File: src/sv/asg_pkg.sv
// ----------------------------------------------------------------------------
// asg_pkg: shared types, constants and helpers of the speed governor
// Field widths, Q10 scale factors, mode and urgency codes, register map.
// ----------------------------------------------------------------------------
`default_nettype none

package asg_pkg;

	// field widths
	localparam int unsigned GAP_W   = 16;
	localparam int unsigned SPEED_W = 12;
	localparam int unsigned TIME_W  = 12;
	localparam int unsigned MODE_W  = 3;
	localparam int unsigned URG_W   = 2;
	localparam int unsigned CIDX_W  = 3;
	localparam int unsigned CDAT_W  = 16;
	localparam int unsigned PROD_W  = 22;

	// speed saturation and parameter defaults
	localparam int unsigned SPEED_SAT              = 2550;
	localparam int unsigned DEF_UPDATE_INTERVAL_MS = 100;
	localparam int unsigned DEF_MAX_SPEED          = 1500;

	// Q10 scale factors
	localparam logic [PROD_W-1:0] Q_070 = PROD_W'(717);
	localparam logic [PROD_W-1:0] Q_090 = PROD_W'(922);
	localparam logic [PROD_W-1:0] Q_110 = PROD_W'(1126);
	localparam logic [PROD_W-1:0] Q_095 = PROD_W'(973);
	localparam logic [PROD_W-1:0] Q_098 = PROD_W'(1004);

	// slow traffic margin and near-speed window, 0.1 km/h
	localparam int unsigned SLOW_MARGIN = 150;
	localparam int unsigned NEAR_WINDOW = 50;

	typedef enum logic [MODE_W-1:0] {
		MODE_FREE   = 3'd0,
		MODE_FOLLOW = 3'd1,
		MODE_SLOW   = 3'd2,
		MODE_CLOSE  = 3'd3,
		MODE_EMERG  = 3'd4
	} mode_t;

	localparam logic [URG_W-1:0] URG_NONE = 2'd0;
	localparam logic [URG_W-1:0] URG_LOW  = 2'd1;
	localparam logic [URG_W-1:0] URG_MID  = 2'd2;
	localparam logic [URG_W-1:0] URG_HIGH = 2'd3;

	typedef enum logic [CIDX_W-1:0] {
		REG_CRITICAL_GAP    = 3'd0,
		REG_CLOSE_GAP       = 3'd1,
		REG_FOLLOW_GAP      = 3'd2,
		REG_FLOOR_SPEED     = 3'd3,
		REG_CRUISE_SPEED    = 3'd4,
		REG_GENTLE_STEP     = 3'd5,
		REG_MODERATE_STEP   = 3'd6,
		REG_AGGRESSIVE_STEP = 3'd7
	} cfg_idx_t;

	typedef struct packed {
		logic [GAP_W-1:0]   critical_gap;
		logic [GAP_W-1:0]   close_gap;
		logic [GAP_W-1:0]   follow_gap;
		logic [SPEED_W-1:0] floor_speed;
		logic [SPEED_W-1:0] cruise_speed;
		logic [SPEED_W-1:0] gentle_step;
		logic [SPEED_W-1:0] moderate_step;
		logic [SPEED_W-1:0] aggressive_step;
	} cfg_t;

	// stage 1 payload: classification plus raw scaled products
	typedef struct packed {
		mode_t              mode;
		logic [URG_W-1:0]   urg;
		logic [SPEED_W-1:0] lead;
		logic [SPEED_W-1:0] own;
		logic [SPEED_W-1:0] flo;
		logic [SPEED_W-1:0] cruise;
		logic [SPEED_W-1:0] step;
		logic               near;
		logic [PROD_W-1:0]  p_own070;
		logic [PROD_W-1:0]  p_lead090;
		logic [PROD_W-1:0]  p_lead110;
		logic [PROD_W-1:0]  p_own095;
		logic [PROD_W-1:0]  p_lead098;
	} s1_t;

	// payload from stage 2 on: target and what the clamp needs
	typedef struct packed {
		mode_t              mode;
		logic [URG_W-1:0]   urg;
		logic [SPEED_W-1:0] own;
		logic [SPEED_W-1:0] flo;
		logic [SPEED_W-1:0] aim;
	} s2_t;

	function automatic logic [SPEED_W-1:0] sat_speed(input logic [SPEED_W-1:0] v);
		return (v > SPEED_W'(SPEED_SAT)) ? SPEED_W'(SPEED_SAT) : v;
	endfunction

	// Q10 product rounded half up
	function automatic logic [SPEED_W-1:0] qround(input logic [PROD_W-1:0] p);
		logic [PROD_W-1:0] s;
		s = p + PROD_W'(512);
		return s[PROD_W-1:10];
	endfunction

	// width of the clamped elapsed time, 0..2*interval
	function automatic int unsigned step_time_w(input int unsigned ivl);
		return $clog2(2 * ivl + 1);
	endfunction

	// width of step * time
	function automatic int unsigned lim_w(input int unsigned ivl);
		return $clog2(SPEED_SAT * 2 * ivl + 1);
	endfunction

endpackage

`default_nettype wire

File: src/sv/asg_limit.sv
// ----------------------------------------------------------------------------
// asg_limit: pipeline stages 3 to 6
// Rate limiter. Compares |aim - own| * den with step * time, divides the
// rounded limit by den through a reciprocal product with one correction,
// moves own speed by that change and clamps to floor and maximum.
// den is the update interval, doubled at urgency zero.
// ----------------------------------------------------------------------------
`default_nettype none

module asg_limit import asg_pkg::*; #(
	parameter int unsigned UPDATE_INTERVAL_MS = DEF_UPDATE_INTERVAL_MS,
	parameter int unsigned MAX_SPEED          = DEF_MAX_SPEED
) (
	input  wire logic                                clk,
	input  wire logic                                arst_n,
	input  wire logic [3:0]                          load,
	input  wire logic                                v_s2,
	input  wire s2_t                                 d_s2,
	input  wire logic [lim_w(UPDATE_INTERVAL_MS)-1:0] lim_s2,
	output logic [3:0]                               vld,
	output s2_t                                      d_s6,
	output logic [SPEED_W-1:0]                       speed_s6
);

	localparam int unsigned IVL        = UPDATE_INTERVAL_MS;
	localparam int unsigned DEN_WIDE   = 2 * IVL;
	localparam int unsigned DW         = $clog2(DEN_WIDE + 1);
	localparam int unsigned LW         = lim_w(IVL);
	localparam int unsigned LIM_MAX    = SPEED_SAT * DEN_WIDE;
	localparam int unsigned XW         = $clog2(LIM_MAX + IVL + 1);
	localparam int unsigned SH         = XW;
	localparam int unsigned RW         = SH + 1;
	localparam int unsigned PW         = XW + RW;
	localparam int unsigned AW         = SPEED_W + DW;
	localparam int unsigned QW         = XW + DW;
	localparam int unsigned NW         = SPEED_W + 2;
	localparam longint unsigned ONE_SH = 64'd1 << SH;

	localparam logic [DW-1:0] DEN_W_C   = DW'(DEN_WIDE);
	localparam logic [DW-1:0] DEN_N_C   = DW'(IVL);
	localparam logic [XW-1:0] HALF_W_C  = XW'(IVL);
	localparam logic [XW-1:0] HALF_N_C  = XW'(IVL / 2);
	localparam logic [PW-1:0] RCP_W_C   = PW'(ONE_SH / DEN_WIDE);
	localparam logic [PW-1:0] RCP_N_C   = PW'(ONE_SH / IVL);
	localparam logic [SPEED_W-1:0] MAX_C = SPEED_W'(MAX_SPEED);

	// stage 3 registers
	s2_t                d_s3;
	logic [LW-1:0]      lim_s3;
	logic [XW-1:0]      x_s3;
	logic [SPEED_W-1:0] adiff_s3;
	logic               up_s3, wide_s3;
	// stage 4 registers
	s2_t                d_s4;
	logic [LW-1:0]      lim_s4, adx_s4;
	logic [XW-1:0]      x_s4, q0_s4;
	logic               up_s4, wide_s4;
	// stage 5 registers
	s2_t                d_s5;
	logic [XW-1:0]      x_s5, q0_s5, qd_s5;
	logic               up_s5, wide_s5, take_s5;

	logic signed [SPEED_W:0] diff;
	logic [XW-1:0] x_c;
	logic [PW-1:0] prod_q;
	logic [AW-1:0] adx_full;
	logic [QW-1:0] qd_full;
	logic [DW-1:0] den4, den5, den6;
	logic [XW-1:0] rem, q;
	logic [NW-1:0] chg;
	logic signed [NW-1:0] nsp, flo_s, max_s;
	logic [SPEED_W-1:0] speed_c;

	// stage 3: signed distance to target, rounded limit numerator
	always_comb begin
		diff = $signed({1'b0, d_s2.aim}) - $signed({1'b0, d_s2.own});
		x_c  = XW'(lim_s2) + ((d_s2.urg == URG_NONE) ? HALF_W_C : HALF_N_C);
	end

	// stage 4: reciprocal product and scaled distance
	always_comb begin
		den4     = wide_s3 ? DEN_W_C : DEN_N_C;
		prod_q   = PW'(x_s3) * (wide_s3 ? RCP_W_C : RCP_N_C);
		adx_full = AW'(adiff_s3) * AW'(den4);
	end

	// stage 5: back-multiply the quotient estimate
	always_comb begin
		den5    = wide_s4 ? DEN_W_C : DEN_N_C;
		qd_full = QW'(q0_s4) * QW'(den5);
	end

	// stage 6: quotient correction, step and clamp
	always_comb begin
		den6  = wide_s5 ? DEN_W_C : DEN_N_C;
		rem   = x_s5 - qd_s5;
		q     = (rem >= XW'(den6)) ? (q0_s5 + XW'(1)) : q0_s5;
		chg   = NW'(q);
		flo_s = $signed(NW'(d_s5.flo));
		max_s = $signed(NW'(MAX_C));
		if (take_s5) begin
			nsp = $signed(NW'(d_s5.aim));
		end else if (up_s5) begin
			nsp = $signed(NW'(d_s5.own) + chg);
		end else begin
			nsp = $signed(NW'(d_s5.own) - chg);
		end
		if (nsp < flo_s) begin
			nsp = flo_s;
		end
		if (nsp > max_s) begin
			nsp = max_s;
		end
		if (nsp < 0) begin
			nsp = '0;
		end
		speed_c = SPEED_W'(nsp);
	end

	// valid bits of stages 3..6
	always_ff @(posedge clk or negedge arst_n) begin
		if (!arst_n) begin
			vld <= '0;
		end else begin
			if (load[0]) vld[0] <= v_s2;
			if (load[1]) vld[1] <= vld[0];
			if (load[2]) vld[2] <= vld[1];
			if (load[3]) vld[3] <= vld[2];
		end
	end

	// stage payloads
	always_ff @(posedge clk) begin
		if (load[0] && v_s2) begin
			d_s3     <= d_s2;
			lim_s3   <= lim_s2;
			x_s3     <= x_c;
			adiff_s3 <= SPEED_W'(diff < 0 ? -diff : diff);
			up_s3    <= (diff > 0);
			wide_s3  <= (d_s2.urg == URG_NONE);
		end
		if (load[1] && vld[0]) begin
			d_s4    <= d_s3;
			lim_s4  <= lim_s3;
			adx_s4  <= LW'(adx_full);
			x_s4    <= x_s3;
			q0_s4   <= prod_q[SH +: XW];
			up_s4   <= up_s3;
			wide_s4 <= wide_s3;
		end
		if (load[2] && vld[1]) begin
			d_s5    <= d_s4;
			x_s5    <= x_s4;
			q0_s5   <= q0_s4;
			qd_s5   <= XW'(qd_full);
			up_s5   <= up_s4;
			wide_s5 <= wide_s4;
			take_s5 <= (adx_s4 <= lim_s4);
		end
		if (load[3] && vld[2]) begin
			d_s6     <= d_s5;
			speed_s6 <= speed_c;
		end
	end

endmodule

`default_nettype wire

File: config.mk
export PLATFORM = sky130hd
export DESIGN_NAME = asg_limit
export DESIGN_NICKNAME = d
export VERILOG_FILES = /design/src/sv/asg_pkg.sv /design/src/sv/asg_limit.sv
export SDC_FILE = /design/constraint.sdc
export NUM_CORES = 1
export LEC_CHECK = 0
export BUFFER_PORTS_ARGS = -buffer_cell sky130_fd_sc_hd__buf_2
export CORE_UTILIZATION = 54
export DETAILED_ROUTE_END_ITERATION = 10
export GPL_TIMING_DRIVEN = 0
export PLACE_DENSITY = 0.72
export SLEW_MARGIN = 20
export SYNTH_ARGS = -nofsm -noshare
export SYNTH_HDL_FRONTEND = slang
export SYNTH_SLANG_ARGS = --single-unit
File: constraint.sdc
create_clock -name clk -period 11.2 [get_ports clk]
set_clock_uncertainty 0.05 [all_clocks]
set_input_delay 1.12 -clock clk [delete_from_list [all_inputs] [get_ports clk]]
set_output_delay 1.12 -clock clk [all_outputs]
set_load 0.05 [all_outputs]
==> impl_metrics.json <==
{
  "status": "finished clean",
  "multi_input_area_sq_um": 12000,
  "yosysWarnings": 0,
  "setup_viol": 0,
  "antenna_found_initial": 0,
  "seq_area_sq_um": 10600,
  "tightest_slew_ns": 0.771,
  "synth_area_leaders": "edfxtp_1, fa_1, ha_1, inv_1, xnor2_1",
  "path_class": "reg -> reg",
  "end_kind": "register",
  "grt_overflow": 0,
  "clock_path_buffers": 3,
  "cts.clk_slew.worst_paths_ns": 0.06,
  "die_h_um": 211,
  "die_area_sq_um": 44400,
  "start_util_pct": 54.7,
  "post-synth-top-count-cell": "edfxtp_1",
  "drc": 0,
  "synth-seq-area-share_pct": 44.9,
  "post-route-min-period_ns": 10.46,
  "design.core.area_sq_um": 43000,
  "max_freq_ghz": 0.0956,
  "synth_flop_cell": "edfxtp_1",
  "antenna_left": 0,
  "yosysTopAreaCellShare_pct": 44.5,
  "cts_num_sinks": 352,
  "rsz0062_at_grt": "false",
  "cpPeakStageDelay_ns": 0.55,
  "path_common_cell": "ha_1",
  "avgSynthCellArea_sq_um": 12.8,
  "ys_types": 69,
  "cp_slowest_cell": "or4_1",
  "min_path_type": "in -> async",
  "grt_pass1_vias": 14800,
  "drive_gt1_share_pct": 12.3,
  "nFillCells": 3423,
  "io_pins": 124,
  "fin_crit_sh_pct": 93.4,
  "cp-start-kind": "register",
  "synth_edf_count": 348,
  "ys_seq_elements": 352,
  "grt_max_degree": 54,
  "finalSetupTns_ns": 0,
  "dp_hpwl_um": 35700,
  "maxSlewViolCount": 0,
  "ir_drop_v": 0.000353,
  "cts_max_level": 2,
  "cts_setup_buffers": 0,
  "drtIter0Drc": 643,
  "cts_buffers": 37,
  "arrival_ns": 10.70,
  "netlist_top_cells_count": "edfxtp_1, ha_1, inv_1",
  "hold_violations": 0,
  "slew_headroom_pct": 48.6,
  "cts_root_buf": "clkbuf_16",
  "num_vias": 14000,
  "maxCapViolCount": 0,
  "rows": 76,
  "port_buffers": 123,
  "grt_util_all_layers_pct": 21.5,
  "syn_area_sq_um": 23500,
  "routed_wl_um": 45000,
  "cp_max_fo": 10,
  "wl_per_cell_um": 17.1,
  "worstSkewPairLatency_ns": 0.56,
  "grt_first_pass_wirelength_um": 74700,
  "tritoncts": "yes",
  "syn-instance-count": 1829,
  "power.density_nw_per_um2": 290,
  "area_growth_pct": 12.0,
  "gpl.final_weighted_congestion": 0.941,
  "power.total_mw": 7.62,
  "synth_top_cell_by_area": "edfxtp_1",
  "synthArstFlopShare_pct": 1.14,
  "dr.pass1.iters": 5,
  "worstPathRequired_ns": 11.44,
  "die_w_um": 211,
  "nNetsFinal": 2541,
  "vias_per_cell": 5.31,
  "p_leak_nw": 11.3
}
worst paths after layout:
path / start / end / slack (ns) / cells after the start
setup / recovery: x_s5[5] / speed_s6[0] / 0.74 / 44
hold / removal: arst_n / vld[0] / 0.30 / 1
setup reg to reg: x_s5[5] / speed_s6[0] / 0.74 / 44
hold reg to reg: x_s4[16] / x_s5[16] / 0.37 / 0
max in group asynchronous: arst_n / vld[1] / 10.68 / 1
min in group clk: x_s4[16] / x_s5[16] / 0.37 / 0
critical path: cells and delay by family, from the launching register on:
kind,cells,cell delay [ns]
DFF,1,0.40
and+or+nand+nor,10,2.41
AOI/OAI and AO/OA,20,3.84
adders and majority gates,6,1.82
xor gates and xnor gates,4,0.70
muxes,2,0.49
buffers and inverters,2,0.47
routing by layer:
layer	vias to the layer above	GRT usage, %	routed length [um]
met3	75	3.39	1980
met4	0	7.07	1250
met1	6937	27.7	19400
met5	-	0	0
li1	6676	-	-
met2	310	37.3	22300
cell usage in the layout, fill, tap and decap left out, types with 15 or more instances in the layout:
master / netlist / routed
conb_1: 2 / 29
edfxtp_1: 348 / 348
fa_1: 193 / 193
nand3_1: 20 / 20
xor2_1: 28 / 28
a21o_1: 28 / 28
clkbuf_1: 39 / 40
xnor2_1: 88 / 88
o21ai_0: 46 / 45
a21oi_1: 70 / 69
nand4_1: 15 / 15
nor2_1: 74 / 74
inv_1: 239 / 239
nand2_1: 59 / 59
nor2b_1: 56 / 56
and3_1: 15 / 15
and2_1: 55 / 51
or2_2: 37 / 37
clkbuf_16: 0 / 38
buf_2: 2 / 125
ha_1: 259 / 259
kinds of logic after synthesis:
| logic type | Yosys count | synth area share (%) |
|---|---|---|
| other cells | 2 | 0.0320 |
| fa+ha+maj | 452 | 30.2 |
| simple gates | 377 | 8.64 |
| flops | 352 | 44.9 |
| buf+inv | 280 | 4.48 |
| compound gates | 231 | 6.50 |
| mux | 18 | 0.799 |
| xor+xnor | 117 | 4.42 |
sequential cells by signal, summed over array words and instances, names as in the netlist:
name and cells:
x_s3 18, d_s3 41, take_s5 1, adx_s4 17, x_s5 19, d_s4 41, adiff_s3 12, wide_s4 1
wide_s5 1, q0_s5 13, up_s3 1, vld 4, x_s4 18, d_s6 41, qd_s5 17, lim_s3 19
up_s5 1, wide_s3 1, d_s5 41, q0_s4 13, speed_s6 12, lim_s4 19, up_s4 1
through the flow:
stage	std cells	util, %	cell area, sq um	hold WS, ns	setup slack [ns]
finish	2635	61.2	26300	0.304	0.742
global route	2632	61.2	26300	0.286	0.0847
CTS	2633	61.2	26300	0.278	0.267
detailed placement	2569	58.3	25100	0.355	0.328
global placement	2564	58.0	24900	0.351	0.438
floorplan	1856	-	23600	0.350	2.16
where the power goes:
group	leakage, nW	internal [mW]	switching, mW
combinational	7.43	1.98	2.41
sequential	3.31	1.88	0.114
clock	0.578	0.719	0.519
total	11.3	4.58	3.04
final cells by class:
type	instances	share of cell area, %
clock inverters	24	1.03
well taps	585	2.78
plain buffers	40	0.580
flip-flops and latches	352	40.1
clock buffers	40	3.64
multi-input cells	1224	45.7
diodes	3	0.0285
repair buffers	128	2.78
inverters	239	3.41
what timing repair did:
| action | CTS | global route |
|---|---|---|
| resized for setup | 0 | 3 |
| hold buffers | 0 | 0 |
| endpoints found under the setup margin | 0 | 9 |
No activity file was read; power rests on OpenSTA's default activity.
