[config.mk]
export PLATFORM = sky130hd
export DESIGN_NAME = asg_target
export DESIGN_NICKNAME = d
export VERILOG_FILES = /design/src/sv/asg_pkg.sv /design/src/sv/asg_target.sv
export SDC_FILE = /design/constraint.sdc
export NUM_CORES = 1
export LEC_CHECK = 0
export BUFFER_PORTS_ARGS = -buffer_cell sky130_fd_sc_hd__buf_4
export CELL_PAD_IN_SITES_DETAIL_PLACEMENT = 2
export CELL_PAD_IN_SITES_GLOBAL_PLACEMENT = 2
export CORE_UTILIZATION = 28
export DETAILED_ROUTE_END_ITERATION = 8
export GPL_TIMING_DRIVEN = 0
export PLACE_DENSITY_LB_ADDON = 0.1
export SLEW_MARGIN = 20
export SYNTH_ARGS = -nofsm -noshare
export SYNTH_HDL_FRONTEND = slang
export SYNTH_SLANG_ARGS = --single-unit
[constraint.sdc]
create_clock -name clk -period 0.8 [get_ports clk]
set_clock_uncertainty 0.15 [all_clocks]
set_input_delay 0.04 -clock clk [delete_from_list [all_inputs] [get_ports clk]]
set_output_delay 0.04 -clock clk [all_outputs]
set_load 0.01 [all_outputs]
[src/sv/asg_pkg.sv]
// ----------------------------------------------------------------------------
// asg_pkg: shared types, constants and helpers of the speed governor
// Field widths, Q10 scale factors, mode and urgency codes, register map.
// ----------------------------------------------------------------------------
`default_nettype none

package asg_pkg;

	// field widths
	localparam int unsigned GAP_W   = 16;
	localparam int unsigned SPEED_W = 12;
	localparam int unsigned TIME_W  = 12;
	localparam int unsigned MODE_W  = 3;
	localparam int unsigned URG_W   = 2;
	localparam int unsigned CIDX_W  = 3;
	localparam int unsigned CDAT_W  = 16;
	localparam int unsigned PROD_W  = 22;

	// speed saturation and parameter defaults
	localparam int unsigned SPEED_SAT              = 2550;
	localparam int unsigned DEF_UPDATE_INTERVAL_MS = 100;
	localparam int unsigned DEF_MAX_SPEED          = 1500;

	// Q10 scale factors
	localparam logic [PROD_W-1:0] Q_070 = PROD_W'(717);
	localparam logic [PROD_W-1:0] Q_090 = PROD_W'(922);
	localparam logic [PROD_W-1:0] Q_110 = PROD_W'(1126);
	localparam logic [PROD_W-1:0] Q_095 = PROD_W'(973);
	localparam logic [PROD_W-1:0] Q_098 = PROD_W'(1004);

	// slow traffic margin and near-speed window, 0.1 km/h
	localparam int unsigned SLOW_MARGIN = 150;
	localparam int unsigned NEAR_WINDOW = 50;

	typedef enum logic [MODE_W-1:0] {
		MODE_FREE   = 3'd0,
		MODE_FOLLOW = 3'd1,
		MODE_SLOW   = 3'd2,
		MODE_CLOSE  = 3'd3,
		MODE_EMERG  = 3'd4
	} mode_t;

	localparam logic [URG_W-1:0] URG_NONE = 2'd0;
	localparam logic [URG_W-1:0] URG_LOW  = 2'd1;
	localparam logic [URG_W-1:0] URG_MID  = 2'd2;
	localparam logic [URG_W-1:0] URG_HIGH = 2'd3;

	typedef enum logic [CIDX_W-1:0] {
		REG_CRITICAL_GAP    = 3'd0,
		REG_CLOSE_GAP       = 3'd1,
		REG_FOLLOW_GAP      = 3'd2,
		REG_FLOOR_SPEED     = 3'd3,
		REG_CRUISE_SPEED    = 3'd4,
		REG_GENTLE_STEP     = 3'd5,
		REG_MODERATE_STEP   = 3'd6,
		REG_AGGRESSIVE_STEP = 3'd7
	} cfg_idx_t;

	typedef struct packed {
		logic [GAP_W-1:0]   critical_gap;
		logic [GAP_W-1:0]   close_gap;
		logic [GAP_W-1:0]   follow_gap;
		logic [SPEED_W-1:0] floor_speed;
		logic [SPEED_W-1:0] cruise_speed;
		logic [SPEED_W-1:0] gentle_step;
		logic [SPEED_W-1:0] moderate_step;
		logic [SPEED_W-1:0] aggressive_step;
	} cfg_t;

	// stage 1 payload: classification plus raw scaled products
	typedef struct packed {
		mode_t              mode;
		logic [URG_W-1:0]   urg;
		logic [SPEED_W-1:0] lead;
		logic [SPEED_W-1:0] own;
		logic [SPEED_W-1:0] flo;
		logic [SPEED_W-1:0] cruise;
		logic [SPEED_W-1:0] step;
		logic               near;
		logic [PROD_W-1:0]  p_own070;
		logic [PROD_W-1:0]  p_lead090;
		logic [PROD_W-1:0]  p_lead110;
		logic [PROD_W-1:0]  p_own095;
		logic [PROD_W-1:0]  p_lead098;
	} s1_t;

	// payload from stage 2 on: target and what the clamp needs
	typedef struct packed {
		mode_t              mode;
		logic [URG_W-1:0]   urg;
		logic [SPEED_W-1:0] own;
		logic [SPEED_W-1:0] flo;
		logic [SPEED_W-1:0] aim;
	} s2_t;

	function automatic logic [SPEED_W-1:0] sat_speed(input logic [SPEED_W-1:0] v);
		return (v > SPEED_W'(SPEED_SAT)) ? SPEED_W'(SPEED_SAT) : v;
	endfunction

	// Q10 product rounded half up
	function automatic logic [SPEED_W-1:0] qround(input logic [PROD_W-1:0] p);
		logic [PROD_W-1:0] s;
		s = p + PROD_W'(512);
		return s[PROD_W-1:10];
	endfunction

	// width of the clamped elapsed time, 0..2*interval
	function automatic int unsigned step_time_w(input int unsigned ivl);
		return $clog2(2 * ivl + 1);
	endfunction

	// width of step * time
	function automatic int unsigned lim_w(input int unsigned ivl);
		return $clog2(SPEED_SAT * 2 * ivl + 1);
	endfunction

endpackage

`default_nettype wire

[src/sv/asg_target.sv]
// ----------------------------------------------------------------------------
// asg_target: pipeline stage 2
// Rounds the Q10 products, chooses the target speed of the mode and forms
// the unscaled step limit step * time.
// ----------------------------------------------------------------------------
`default_nettype none

module asg_target import asg_pkg::*; #(
	parameter int unsigned UPDATE_INTERVAL_MS = DEF_UPDATE_INTERVAL_MS
) (
	input  wire logic                                       clk,
	input  wire logic                                       arst_n,
	input  wire logic                                       load,
	input  wire logic                                       v_s1,
	input  wire s1_t                                        d_s1,
	input  wire logic [step_time_w(UPDATE_INTERVAL_MS)-1:0] t_s1,
	output logic                                            v_s2,
	output s2_t                                             d_s2,
	output logic [lim_w(UPDATE_INTERVAL_MS)-1:0]            lim_s2
);

	localparam int unsigned TW = step_time_w(UPDATE_INTERVAL_MS);
	localparam int unsigned LW = lim_w(UPDATE_INTERVAL_MS);
	localparam int unsigned MW = SPEED_W + TW;

	logic [SPEED_W-1:0] r070, r090, r110, r095, r098, slow_aim;
	logic [MW-1:0] lim_full;
	s2_t d;

	// target per mode
	always_comb begin
		r070 = qround(d_s1.p_own070);
		r090 = qround(d_s1.p_lead090);
		r110 = qround(d_s1.p_lead110);
		r095 = qround(d_s1.p_own095);
		r098 = qround(d_s1.p_lead098);
		slow_aim = (r110 < r095) ? r110 : r095;

		d.mode = d_s1.mode;
		d.urg  = d_s1.urg;
		d.own  = d_s1.own;
		d.flo  = d_s1.flo;
		unique case (d_s1.mode)
			MODE_EMERG:  d.aim = (r070 > d_s1.flo) ? r070 : d_s1.flo;
			MODE_CLOSE:  d.aim = (r090 > d_s1.flo) ? r090 : d_s1.flo;
			MODE_SLOW:   d.aim = (slow_aim > d_s1.flo) ? slow_aim : d_s1.flo;
			MODE_FOLLOW: d.aim = d_s1.near ? d_s1.own : r098;
			default:     d.aim = d_s1.cruise;
		endcase

		lim_full = MW'(d_s1.step) * MW'(t_s1);
	end

	always_ff @(posedge clk or negedge arst_n) begin
		if (!arst_n) begin
			v_s2 <= 1'b0;
		end else if (load) begin
			v_s2 <= v_s1;
		end
	end

	always_ff @(posedge clk) begin
		if (load && v_s1) begin
			d_s2   <= d;
			lim_s2 <= LW'(lim_full);
		end
	end

endmodule

`default_nettype wire

==> metrics, run 1 <==
Tmin final=around 4100 ps; clock buffer depth=2; Worst Hold Path Cells=1; vias in the first global route=8244; Final HPWL DP=22500 um; Hold Crit Class=in -> reg; FMAX=roughly 0.24 GHz; post-synth top area share=between 20% and 30%; Final Util=between 40 and 50%; Slew Limit Fails=0; Hold EP=d_s2[14]; Seq cells post-synth=between 60 and 70; wire per inst=about 21 um; Detailed Routing Iterations Pass 1=4; Tcrit/Tclk final=516%; largest net degree at the start of global routing=31; crit path launch type=input port; Worst Path Arrival=around 4000 ps; clock sink count=61; layout overhead on the synthesized area=61.6%; ANT nets after route=0; initial antenna violation count=0; Mapped Area=7680 um^2; Layout Nets=about 1500; placed cell area=between 9000 and 10000 um^2; Comb pwr share=64.5%; Via-to-Cell Ratio=between 4 and 5; failing checks=hold timing, setup timing; final std cell area, no fill=between 10000 and 15000 um^2; H-Tree Depth=3; IO Count=~250; Mapped Nets=around 1200; count of final hold-check violations=20; Placer Congestion=between 0.8 and 0.9; startpoint of the worst hold path=d_s1[137]; Fillers=~2800; Total Power=about 0.025 W; Internal=0.0152 W; Starting Density=between 20 and 30%; CP required=around 710 ps; Syn Area/Cell=~9.3 um^2; Tot GR Track Use=a little over a fifth; ANT cells=0; routed via count=7303; Root Buffer=clkbuf_16; Seq/Total Area, Yosys=between 20% and 30%; CTS tree=built; layout cells sized above 1=41.2%; unrepaired setup endpoints after global routing=true; Die H=approximately 170 um; die width=between 150 and 200 um; global-route wire length before repair=about 46000 um; Crit Path Max Fanout=5; Crit Path Class=in -> reg; LEAKAGE=5.35 nW; status=complete, but fails checks; Inst Count DP=1353; total wire length=~31000 um; net switching power=between 0.009 and 0.01 W; core area=between 20000 and 30000 um^2; count of cell types in the netlist=55; Hold Slack=-232 ps; worst-margin pin slew=711 ps; dominant synthesized flop cell=edfxtp_1; FF-to-FF setup slack=-130 ps; drt initial violations=245; final worst slack=-3330 ps; synth warn=0; Clk network pwr share=between 10% and 20%; setup violators final=a little over 90; ranking of synthesized cells by area=edfxtp_1 23%, fa_1 15%, ha_1 15%, xnor2_1 5.1%, inv_1 4.7%; leading area contributor after synthesis=edfxtp_1; Worst-Skew Late Latency=~330 ps; Worst-path clk slew=50 ps; die footprint=28100 um^2; post-route insts no fill=between 1000 and 1500; IO Port Bufs=190; Switching Share=39.0%; Num CTS Buffers=9; Mapped Cells=~820; worst r2r src=v_s2; max_slew headroom=a little over half; max cap viols=0; Reg2Reg Depth=1; Post-synth EDFFs=60; grt ovf=0; most frequent cells in the layout=170 x buf_4, 84 x nand2_1, 82 x inv_1; fraction of registers with async set/reset=approximately 1.6%; Row Count=60; Reg2Reg Capture Point=v_s2; commonest non-fill, non-tap cell in the layout=buf_4; CP Capture Type=register; DRC Markers=0; register share of total power=a little under a fifth; Peak VDD IR=~1 mV; PwrDens=between 2000 and 2500 nW/um^2
==> per-layer routing <==
metal	wire length, um	part of all wire, %	global-route usage (%)
met1	12400	40	25.6
met2	16800	54	39.8
met5	0	0	0
met3	1350	4.3	3.57
met4	692	2.2	5.94
==> final cells by class <==
type	count	area (um^2)	share of cell area, %
plain buffers	18	255	2.06
clock buffers	12	246	1.99
clock inverters	4	47.5	0.383
inverters	97	364	2.93
multi-input cells	649	6610	53.3
flip-flops and latches	61	1830	14.7
well taps	341	427	3.44
repair buffers	284	2630	21.2
==> cells in the mapped netlist, drive strengths merged, types with 5 or more instances <==
library cell	instances
xor2	27
and3	12
a221oi	8
a31oi	11
a22oi	10
o21ai	21
xnor2	45
fa	59
edfxtp	60
o21a	5
nor3	9
a21o	7
inv	97
mux2i	15
nand3	33
nor2b	9
nand4	24
o211ai	7
a21oi	36
nor2	31
ha	92
and2	49
nand2	95
and4	11
clkbuf	14
==> how the worst max path moves through the flow <==
stage / end / slack [ps] / startpoint
floorplan: lim_s2[17] / -3260 / t_s1[3]
global placement: lim_s2[18] / -3780 / t_s1[3]
detailed placement: d_s2[5] / -3830 / d_s1[53]
CTS: lim_s2[17] / -3260 / t_s1[3]
global route: d_s2[2] / -3490 / d_s1[53]
finish: d_s2[2] / -3330 / d_s1[54]
==> per-stage QoR <==
stage	TNS, ps	setup slack [ps]
after CTS	-94290	-3260
after global routing	-101290	-3490
after floorplan	-93060	-3260
final	-96030	-3330
after detailed placement	-131680	-3830
after global placement	-129980	-3780
==> logic make-up after synthesis <==
family / after synthesis / synth area share (%)
AOI/OAI and AO/OA: 125 / 11.0
xor gates and xnor gates: 72 / 8.21
adders and majority gates: 151 / 30.4
buffers and inverters: 115 / 5.80
DFF: 61 / 23.8
muxes: 17 / 2.25
and+or+nand+nor: 281 / 18.6
==> sequential cells by signal, summed over array words and instances (netlist names) <==
name and count:
v_s2 1, lim_s2 19, d_s2 41
==> worst max-delay path: stages <==
cell and delay [ps]:
buf_4 130, nand3_1 110, xor2_1 340, inv_1 90, ha_1 330, nand2_1 50
o21ai_0 220, a21oi_2 130, o31ai_4 380, buf_6 220, mux2i_4 310, ha_4 180
nand4_1 200, a211o_1 390, a31oi_4 300, buf_6 150, o211ai_4 110, a22oi_2 260
a21oi_2 80
==> power groups by stage <==
stage	Clock [W]	Combinational, W	Sequential (W)
3_5_place_dp	0	0.0121	0.00476
5_1_grt	0.00427	0.0174	0.00483
3_3_place_gp	0	0.0119	0.00475
2_1_floorplan	0	0.00802	0.00494
6_report	0.00407	0.0161	0.00478
4_1_cts	0.00415	0.0142	0.00479
==> repair_timing <==
item,4_1_cts,5_1_grt
buffers inserted,50,15
hold buffers,27,1
pin swaps,64,79
endpoints found under the setup margin,151,127
gates resized for setup,169,96
endpoints found under the hold margin,44,21
cloned,4,1
Power figures use the tool's default switching activity.
==> run 2: changes to the inputs <==
--- a/config.mk
+++ b/config.mk
@@ -11,6 +11,7 @@
 export CORE_UTILIZATION = 28
 export DETAILED_ROUTE_END_ITERATION = 8
 export GPL_TIMING_DRIVEN = 0
+export MAX_ROUTING_LAYER = met4
 export PLACE_DENSITY_LB_ADDON = 0.1
 export SLEW_MARGIN = 20
 export SYNTH_ARGS = -nofsm -noshare
==> run 2 against run 1 <==
Effect of this change: the run still ends with hold timing, setup timing left; clock-buffer cell count did not move; largest cell class unchanged; maximum frequency rose by 0.41%; power rose by 0.17%; cell area fell by 0.16%; die area did not move; non-clock buffer count did not move; final cell count barely moved; flip-flop and latch count did not move; critical path type unchanged; worst hold slack got worse by 7.5 ps; sequential power barely moved; combinational power barely moved; global-route usage rose by 0.65 points.
==> metrics, run 2 (synthesis gave the netlist of run 1 again) <==
status=complete, but fails checks; failing checks=hold timing, setup timing; die footprint=28100 um^2 (unchanged); clock buffer depth=2 (unchanged); most frequent cells in the layout=173 x buf_4, 84 x nand2_1, 82 x inv_1; largest net degree at the start of global routing=31 (unchanged); Starting Density=28.5% (unchanged); unrepaired setup endpoints after global routing=true; Placer Congestion=0.821 (+1.5%); IO Count=249 (unchanged); Met2 Routed Length=16800 um (about the same); top routing layer in use=met4; Tot GR Track Use=22.2% (+0.65 points); CP Capture Type=register; Row Count=60 (unchanged); layout cells sized above 1=41.3% (+0.052 points); Top Registers=d_s2 x41, lim_s2 x19, v_s2 x1; Crit Path Class=in -> reg; Hold Slack=-240 ps (-7.50 ps); ANT nets after route=0 (unchanged); die width=168 um (unchanged); Hold EP=d_s2[14]; crit path launch type=input port; IO Port Bufs=190 (unchanged); routed via count=7321 (+0.25%); max reg flops=41 (unchanged); CTS tree=built; clock sink count=61 (unchanged); Die H=168 um (unchanged); DRC Markers=0 (unchanged); Root Buffer=clkbuf_16; Crit Path Max Fanout=5 (unchanged); ANT cells=0 (unchanged); worst-margin pin slew=711 ps (-0.110 ps); final std cell area, no fill=12400 um^2 (-0.16%); Slew Limit Fails=0 (unchanged); Worst-Skew Late Latency=340 ps (about the same); wire per inst=21.4 um (+0.13%); crit path launch=d_s1[37]; LEAKAGE=5.35 nW (-0.11%); wire length on met3=1130 um (-16%); Final Util=46.0% (-0.074 points); Total Power=0.0250 W (+0.17%); startpoint of the worst hold path=d_s1[137]; Hold Crit Class=in -> reg; Via-to-Cell Ratio=4.99 (+0.18%); setup violators final=92 (unchanged); Worst Path Arrival=4030 ps (about the same); final worst slack=-3310 ps (+16.7 ps); H-Tree Depth=3 (unchanged); Final HPWL DP=22500 um (unchanged); Routed met1 length=12700 um (+2.5%); FF-to-FF setup slack=-130 ps (about the same); Worst-path clk slew=50 ps (about the same); PwrDens=2020 nW/um^2 (+0.33%); global-route wire length before repair=46400 um (about the same); Reg2Reg Capture Point=v_s2; commonest non-fill, non-tap cell in the layout=buf_4; Largest Register=d_s2; max_slew headroom=52.4% (about the same); Num CTS Buffers=9 (unchanged); Reg2Reg Depth=1 (unchanged); Inst Count DP=1353 (unchanged); CP required=720 ps (about the same); initial antenna violation count=0 (unchanged); Worst Hold Path Cells=1 (unchanged); max cap viols=0 (unchanged); Tmin final=4110 ps (-16.7 ps); Peak VDD IR=0.973 mV (-0.22%); drt initial violations=262 (+6.9%); FMAX=0.243 GHz (+0.41%); total wire length=31400 um (+0.20%); placed cell area=9980 um^2 (unchanged); Tcrit/Tclk final=514% (-2.1 points); count of final hold-check violations=21 (+5.0%); grt ovf=0 (unchanged); Detailed Routing Iterations Pass 1=5 (+1); Fillers=2840 (+0.28%); layout overhead on the synthesized area=61.3%; core area=27000 um^2 (unchanged); post-route insts no fill=1467 (+0.068%); vias in the first global route=8242 (-0.024%); Layout Nets=1460 (+0.069%); worst r2r src=v_s2
run 2: how the worst max path moves through the flow:
| stage | to | depth (start not counted) |
|---|---|---|
| 2_1_floorplan | lim_s2[17] | 16 |
| 3_3_place_gp | lim_s2[18] | 17 |
| 3_5_place_dp | d_s2[5] | 18 |
| 4_1_cts | lim_s2[17] | 17 |
| 5_1_grt | d_s2[2] | 19 |
| 6_report | d_s2[2] | 20 |
run 2: per-layer routing:
metal / global-route usage [%] / vias up
li1: - / 3462
met1: 25.7 / 3665
met2: 39.9 / 154
met3: 3.26 / 40
met4: 5.94 / 0
met5: - / -
run 2: timing repair:
item / CTS / global route
hold endpoints to repair: 44 / 21
pin swaps: 64 / 79
cloned: 4 / 2
resized for setup: 169 / 90
hold buffers: 27 / 1
buffers inserted: 50 / 15
endpoints found under the setup margin: 151 / 128
run 2: through the flow:
stage          setup TNS, ps  setup WS [ps]
6_report              -96160          -3310
2_1_floorplan         -93060          -3260
5_1_grt              -101250          -3490
4_1_cts               -94290          -3260
3_3_place_gp         -129980          -3780
3_5_place_dp         -131680          -3830
run 2: cell type report:
| cell class | instances | area, um^2 | share of cell area, % |
|---|---|---|---|
| inverters | 97 | 364 | 2.94 |
| flip-flops and latches | 61 | 1830 | 14.7 |
| clock inverters | 4 | 47.5 | 0.384 |
| clock buffers | 12 | 246 | 1.99 |
| multi-input cells | 650 | 6620 | 53.4 |
| plain buffers | 18 | 255 | 2.06 |
| repair buffers | 284 | 2600 | 21.0 |
| well taps | 341 | 427 | 3.44 |
run 2: critical path, cell delays in order:
cell and delay (ps):
buf_4 130, and3_1 220, and3_1 200, nand4_1 150
xor2_2 330, ha_4 280, buf_4 140, a21oi_2 190
o31ai_4 140, buf_6 180, buf_12 130, mux2i_4 180
ha_2 340, nand4_1 150, a211o_1 320, a31oi_4 300
buf_6 150, o211ai_4 110, a22oi_2 260, a21oi_2 80
run 2: power by group:
part           total [W]  leakage [nW]  internal, W  switching, W
clock            0.00410         0.143      0.00249       0.00161
combinational     0.0161          4.63      0.00823       0.00786
sequential       0.00479         0.572      0.00449      0.000300
total             0.0250          5.35       0.0152       0.00977
